<file path="src/lhs_pkg.sv">
// Shared widths, constants and stage structs for the hillshade pipeline.
`timescale 1ns / 1ps
`default_nettype none

package lhs_pkg;

    localparam int H_W        = 16;  // height sample
    localparam int L_W        = 16;  // light vector component, Q1.14
    localparam int LEN_CFG_W  = 11;  // line_length register
    localparam int CNT_W      = 13;  // line_count register and line counter
    localparam int MAG_W      = 16;  // magnitude of a height difference
    localparam int SQ_W       = 32;  // square of a magnitude
    localparam int S_W        = 33;  // squared length of a normal
    localparam int R_W        = 62;  // remainder of the root search
    localparam int U_W        = 48;  // running root times squared length
    localparam int T_W        = 15;  // root bits
    localparam int TR_W       = 64;  // trial value of one root step
    localparam int FRAC_SHIFT = 30;
    localparam int M_W        = 17;  // sum of two unit components, Q2.14
    localparam int NLANE      = 6;
    localparam int FIFO_AW    = 5;
    localparam int FIFO_DEPTH = 1 << FIFO_AW;

    // Slope vectors of one pixel: x1, y1 of the first normal, x2, y2 of the second.
    typedef struct packed {
        logic                  valid;
        logic                  last;
        logic [3:0][MAG_W-1:0] mag;
        logic [3:0]            neg;
    } t_vec;

    // Sum of the two unit normals.
    typedef struct packed {
        logic                  valid;
        logic                  last;
        logic signed [M_W-1:0] mx;
        logic signed [M_W-1:0] my;
        logic signed [M_W-1:0] mz;
    } t_norm;

endpackage

`default_nettype wire

</file>
<file path="src/lhs_shade.sv">
// Dot product with the light vector, rounding, saturation and the result queue.
`timescale 1ns / 1ps
`default_nettype none

module lhs_shade (
    input  wire logic                          i_clk,
    input  wire logic                          i_rst_n,
    input  wire lhs_pkg::t_norm                i_norm,
    input  wire logic signed [lhs_pkg::L_W-1:0] i_light_x,
    input  wire logic signed [lhs_pkg::L_W-1:0] i_light_y,
    input  wire logic signed [lhs_pkg::L_W-1:0] i_light_z,
    input  wire logic                          i_claim,
    output logic                               o_slot_free,
    output logic                               o_tvalid,
    input  wire logic                          i_tready,
    output logic [lhs_pkg::H_W-1:0]            o_tdata,
    output logic                               o_tlast
);

    import lhs_pkg::*;

    localparam int P_W   = M_W + L_W;
    localparam int SUM_W = P_W + 2;
    localparam int CW    = FIFO_AW + 1;

    logic signed [P_W-1:0] r_px, r_py, r_pz;
    logic                  r_p_valid, r_p_last;

    always_ff @(posedge i_clk) begin
        if (!i_rst_n) begin
            r_p_valid <= 1'b0;
        end else begin
            r_p_valid <= i_norm.valid;
        end
    end

    always_ff @(posedge i_clk) begin
        r_p_last <= i_norm.last;
        r_px     <= i_norm.mx * i_light_x;
        r_py     <= i_norm.my * i_light_y;
        r_pz     <= i_norm.mz * i_light_z;
    end

    logic signed [SUM_W-1:0] total, quo;
    logic signed [H_W-1:0]   sat;

    // The arithmetic shift floors, so adding half before it rounds half up.
    always_comb begin
        total = SUM_W'(r_px) + SUM_W'(r_py) + SUM_W'(r_pz) + SUM_W'(16384);
        quo   = total >>> 15;
        if (quo > SUM_W'(32767)) begin
            sat = 16'sh7FFF;
        end else if (quo < -SUM_W'(32768)) begin
            sat = 16'sh8000;
        end else begin
            sat = quo[H_W-1:0];
        end
    end

    // Every accepted pixel holds a queue slot from acceptance until its
    // transaction on the output, so the queue can never overflow.
    logic [H_W:0]         r_fifo [FIFO_DEPTH];
    logic [FIFO_AW-1:0]   r_wptr, r_rptr;
    logic [CW-1:0]        r_cnt, r_used;
    logic                 pop;

    assign o_tvalid    = (r_cnt != '0);
    assign pop         = o_tvalid && i_tready;
    assign o_tdata     = r_fifo[r_rptr][H_W-1:0];
    assign o_tlast     = r_fifo[r_rptr][H_W];
    assign o_slot_free = (r_used != CW'(FIFO_DEPTH));

    always_ff @(posedge i_clk) begin
        if (r_p_valid) begin
            r_fifo[r_wptr] <= {r_p_last, sat};
        end
    end

    always_ff @(posedge i_clk) begin
        if (!i_rst_n) begin
            r_wptr <= '0;
            r_rptr <= '0;
            r_cnt  <= '0;
            r_used <= '0;
        end else begin
            if (r_p_valid) begin
                r_wptr <= r_wptr + FIFO_AW'(1);
            end
            if (pop) begin
                r_rptr <= r_rptr + FIFO_AW'(1);
            end
            r_cnt  <= r_cnt + CW'(r_p_valid) - CW'(pop);
            r_used <= r_used + CW'(i_claim) - CW'(pop);
        end
    end

endmodule

`default_nettype wire

</file>
<file path="config.mk">
export PLATFORM = sky130hd
export DESIGN_NAME = lhs_shade
export DESIGN_NICKNAME = d
export VERILOG_FILES = /design/src/lhs_pkg.sv /design/src/lhs_shade.sv
export SDC_FILE = /design/constraint.sdc
export NUM_CORES = 2
export LEC_CHECK = 0
export ABC_CLOCK_PERIOD_IN_PS = 10400
export BUFFER_PORTS_ARGS = -buffer_cell sky130_fd_sc_hd__clkbuf_2
export CORE_UTILIZATION = 30
export DETAILED_ROUTE_END_ITERATION = 16
export MAX_ROUTING_LAYER = met4
export SLEW_MARGIN = 20
export SYNTH_ARGS = -nofsm -noshare
export SYNTH_HDL_FRONTEND = slang
export SYNTH_SLANG_ARGS = --single-unit
</file>
<file path="constraint.sdc">
create_clock -name i_clk -period 10.4 [get_ports i_clk]
set_input_delay 1.56 -clock i_clk [delete_from_list [all_inputs] [get_ports i_clk]]
set_output_delay 1.56 -clock i_clk [all_outputs]
set_load 0.02 [all_outputs]
</file>
### Word-level counts from Yosys, hierarchy flattened

Memories as Yosys holds them, arrays and structs flattened. A register that Yosys moved wholly into a read port is not among the register bits.
Index checks and enable logic that the tools add are counted.

* register bits after elaboration: 123
* memory bits (writable): 544
* bits of input ports: 105
* output and inout port bits: 19
* word-level logic and storage cells: 33
* memories kept: 1

* $add $sub $neg: 9
* multipliers: 3
* $lt $le $gt $ge: 2
* equal/unequal tests: 1
* muxes and demuxes: 6
* reductions and logical operators: 2

Memory list
* r_fifo: depth 32, bits a word 17, read ports 1, clocked after Yosys merged registers in 1, write ports 1, RTL line lhs_shade.sv:62 `logic [H_W:0] r_fifo [FIFO_DEPTH];`

Operator list (count)
* $mul 17x16->33: 3
* $add 34x33->35: 1
* $add 35x16->35 const B: 1
* $add 33x33->34: 1
* $mux 16: 2
* $gt 20x16->1 const B: 1
* $lt 20x16->1 const B: 1
* $add 6x1->6: 2
* $sub 6x1->6: 2
* $add 5x1->5 const B: 2
* $mux 5: 2
* $ne 6x6->1 const B: 1
* $reduce_bool 6->1: 1
* $mux 1: 2
* $logic_and 1x1->1: 1

### Logic depth before layout (Yosys ltp)

* word-level depth: 6
* mapped depth: 26
* depth with buffers taken out: 23

### Least setup slack after synthesis

OpenSTA, ideal clock, no wires.

* path kind: input-to-reg
* start point: input i_light_y[7] in the netlist's numbering
* end point: register r_py[31]
* setup time: 0.122 ns
* arrival: 7.553 ns
* slack: 2.725 ns
* cell stages on the path: 24
* buffers on the path: 2
* cells stage by stage: clkbuf_1 clkbuf_1 nand2_1 fa_1 inv_1 fa_1 inv_1 fa_1 inv_1 fa_1 fa_1 inv_1 fa_1 inv_1 ha_1 and3_1 and3_1 a211oi_1 a211oi_1 or2_1 o311a_1 o31ai_1 nor3_1 a311o_1

* cells in the longest elaborated chain, start to end: 1

RTL lines
* from (decl): RTL line lhs_shade.sv:10 `input wire logic signed [lhs_pkg::L_W-1:0] i_light_y,`
* $mul 17x16->33: RTL line lhs_shade.sv:40 `r_py <= i_norm.my * i_light_y;`
* to (signal assigned): RTL line lhs_shade.sv:40
* to (decl): RTL line lhs_shade.sv:26 `logic signed [P_W-1:0] r_px, r_py, r_pz;`

No other way between the ends.
A chain may end at the register's enable or synchronous reset.

### Worst setup path after layout

* start point: input i_norm[25] in the netlist's numbering
* end point: register r_py[31]

* cells in the longest elaborated chain, start to end: 1

RTL lines
* from (decl): RTL line lhs_shade.sv:8 `input wire lhs_pkg::t_norm i_norm,`
* $mul 17x16->33: RTL line lhs_shade.sv:40

No other way between the ends.

==> results.md <==
- Core footprint: 190,000 µm²
- Top FF cell, synth: edfxtp_1
- Die footprint: 193,000 µm²
- Antenna Nets Post-Route: 0
- Synth-to-layout area growth: 10.0%
- Cell area after synthesis: 57,300 µm²
- Period utilization: 0.725
- Post-synthesis simple-gate area fraction: 0.0949
- Placed inst area: 60,800 µm²
- Final setup viols: 0
- # DRC: 0
- H-tree levels: 3
- Worst Tran Pin Value: 1180 ps
- First-pass GRT wire length: 212,000 µm
- Initial core utilization: 0.302
- Crit path launch type: input port
- Mux share of post-synthesis cell area: 0.0705
- FFs w/ async S/R, synth: 0
- Reg clk slew, reported paths: 60 ps
- Max Clk Rate: 133 MHz
- Placement Setup Slack: 2300 ps
- Synth Area per Inst: 12.2 µm²
- Final WS setup: 2860 ps
- Final Slew Violations: 0
- DR WL/cell: 18.2 µm
- Final Cell Area: 63,000 µm²
- Gate Count Post-Synth: 4,704
- Bufs on Longest Clock Path: 3
- DRT Wirelength: 134,000 µm
- Clk_lat worst skew: 610 ps
- Cts repair resizes: 0
- Crit Path Max Fanout: 16
- Clock root cell: clkbuf_16
- Arr. time, crit path: 8010 ps
- Postcts setup bufs: 0
- GPL Wtd Cong: 0.863
- Reg2reg path depth: 14
- R2R Path Start: r_py[9]$_DFF_P_
- Worst Skew: 27.2 ps
- Combinational family with the most area after synthesis: adder cells
- Vias in the first global route: 37,600
- RSZ-0062 raised after global routing: false
- Register area share after synthesis: 0.330
- Largest net degree at the start of global routing: 96
- Core Util, Final: 0.332
- Final Hold Violating Endpoints: 0
- CP endpoint kind: flop
- Port bufs: 123
- Crit path kind: input port to flop
- Warnings from Yosys: 0
- Reg-to-reg critical path endpoint: r_fifo[19][13]$_DFFE_PP_
- Hold path depth: 2
- Die X: 439 µm
- GR Overflow Total: 0
- Layout cells sized above 1: 0.106
- Dpl hpwl: 98,700 µm
- Vias per cell: 4.64
- CTS tree: done
- Register area: 18,900 µm²
- Post-synth EDFFs: 544
- MaxCap Viol Count: 0
- Worst Path Required: 10,880 ps
- Vias: 34,000
- Core Rows: 160
- Hold_buf cts: 0
- Yosys reg bits: 672
- Slew headroom: 0.216
- I/O Pins: 124
- Hold Crit Class: flop to flop
- Nets@finish: 6,080
- DRT Pass-1 Iters: 5
- Die height: 439 µm
- Syn_nets: 6,008
- CTS Buf Count: 68
- Clock sinks: 672
- Minimum clock period: 7540 ps
- Outcome: completed
- Detailed Route Iter0 Violations: 2,149
- Setup Total Neg Slack: 0 ps
- Synth Area in Adders: 0.375
- Synth Area in XOR/XNOR: 0.0208
- Compound-Gate Fraction of Synth Area: 0.0361
- Initial antenna violation count: 11
- Synth cell types: 79
- Reg2reg setup slack: 4700 ps
- Min-delay src: r_rptr[1]$_SDFFE_PN0P_
- Area of the multi-input gates: 34,300 µm²
- Fillers: 18,900
- Gr usage total: 0.146
through the flow:
step,hold slack [ps],std cells
after floorplan,525,4704
after global placement,560,7217
after detailed placement,571,7217
after CTS,586,7338
after global routing,621,7344
final,574,7344
cells in the mapped netlist (89+ instances only):
cell type / n / area, µm²
inv_1: 952 / 3570
fa_1: 862 / 17300
edfxtp_1: 544 / 16300
nand2_1: 424 / 1590
and2_1: 410 / 2560
ha_1: 337 / 4220
mux4_2: 170 / 3830
clkbuf_1: 149 / 559
nor2_1: 131 / 492
dfxtp_1: 128 / 2560
xnor2_1: 103 / 902
a21oi_1: 89 / 445
logic make-up after synthesis:
| logic type | after synthesis |
|---|---|
| adder cells (fa/ha/maj) | 1199 |
| buffers and inverters | 1112 |
| AND/OR/NAND/NOR | 1094 |
| flip-flops | 672 |
| AO/OA/AOI/OAI | 302 |
| multiplexers | 189 |
| XOR/XNOR | 136 |
layer usage:
metal,GRT usage,wire length [µm]
met4,0.0475,4400
met3,0.0181,5940
met1,0.178,55100
met5,-,0
met2,0.251,68400
worst max-delay path, cell delays in order:
cell and delay [ps]:
clkbuf_2 250, and2_1 270, fa_1 530, inv_1 50, fa_1 460, fa_1 520, inv_1 60, fa_1 480
fa_1 490, inv_1 50, fa_1 480, inv_1 40, ha_1 340, and3_1 230, and3_1 200, a211oi_1 360
a211oi_1 210, or2_1 290, o311a_1 380, o31ai_1 340, nor3_1 80, a311o_1 330
worst max path at each step:
stage	startpoint	to	slack, ps	cells past startpoint
floorplan	i_light_y[7]	r_py[31]$_DFF_P_	2720	24
global placement	i_norm[25]	r_py[31]$_DFF_P_	2380	22
detailed placement	i_norm[25]	r_py[31]$_DFF_P_	2300	22
CTS	i_norm[25]	r_py[31]$_DFF_P_	2910	22
global route	i_norm[25]	r_py[31]$_DFF_P_	2670	22
finish	i_norm[25]	r_py[31]$_DFF_P_	2860	22
state kept, by name, indices dropped and copies added (netlist names), named ones only:
signal     cells
r_wptr         5
r_pz          33
r_p_last       1
r_p_valid      1
r_cnt          6
r_used         6
r_px          33
r_rptr         5
r_py          33
r_fifo       544
layout make-up:
type | count | share of cell area
Multi-Input combinational cell | 2920 | 0.544
Antenna cell | 6 | 0.000238
Clock buffer | 96 | 0.0303
Timing Repair Buffer | 162 | 0.0146
Clock inverter | 25 | 0.00439
Sequential cell | 672 | 0.300
Tap cell | 2511 | 0.0498
Inverter | 952 | 0.0567
cell usage in the layout, fill, tap and decap left out, types with 33 or more instances in the layout:
cell / Yosys / layout
mux4_2: 170 / 170
xor2_1: 33 / 33
clkbuf_2: 0 / 123
dfxtp_1: 128 / 123
nor2_1: 131 / 99
o21ai_0: 41 / 41
fa_1: 862 / 862
xnor2_1: 103 / 103
inv_1: 952 / 952
nand2_1: 424 / 424
ha_1: 337 / 337
and2_1: 410 / 410
a21oi_1: 89 / 89
edfxtp_1: 544 / 544
clkbuf_16: 0 / 71
a21o_1: 57 / 53
buf_4: 0 / 38
Power is not shown: default switching activity piles up to over one toggle a cycle in this logic, so the estimate is an artifact.
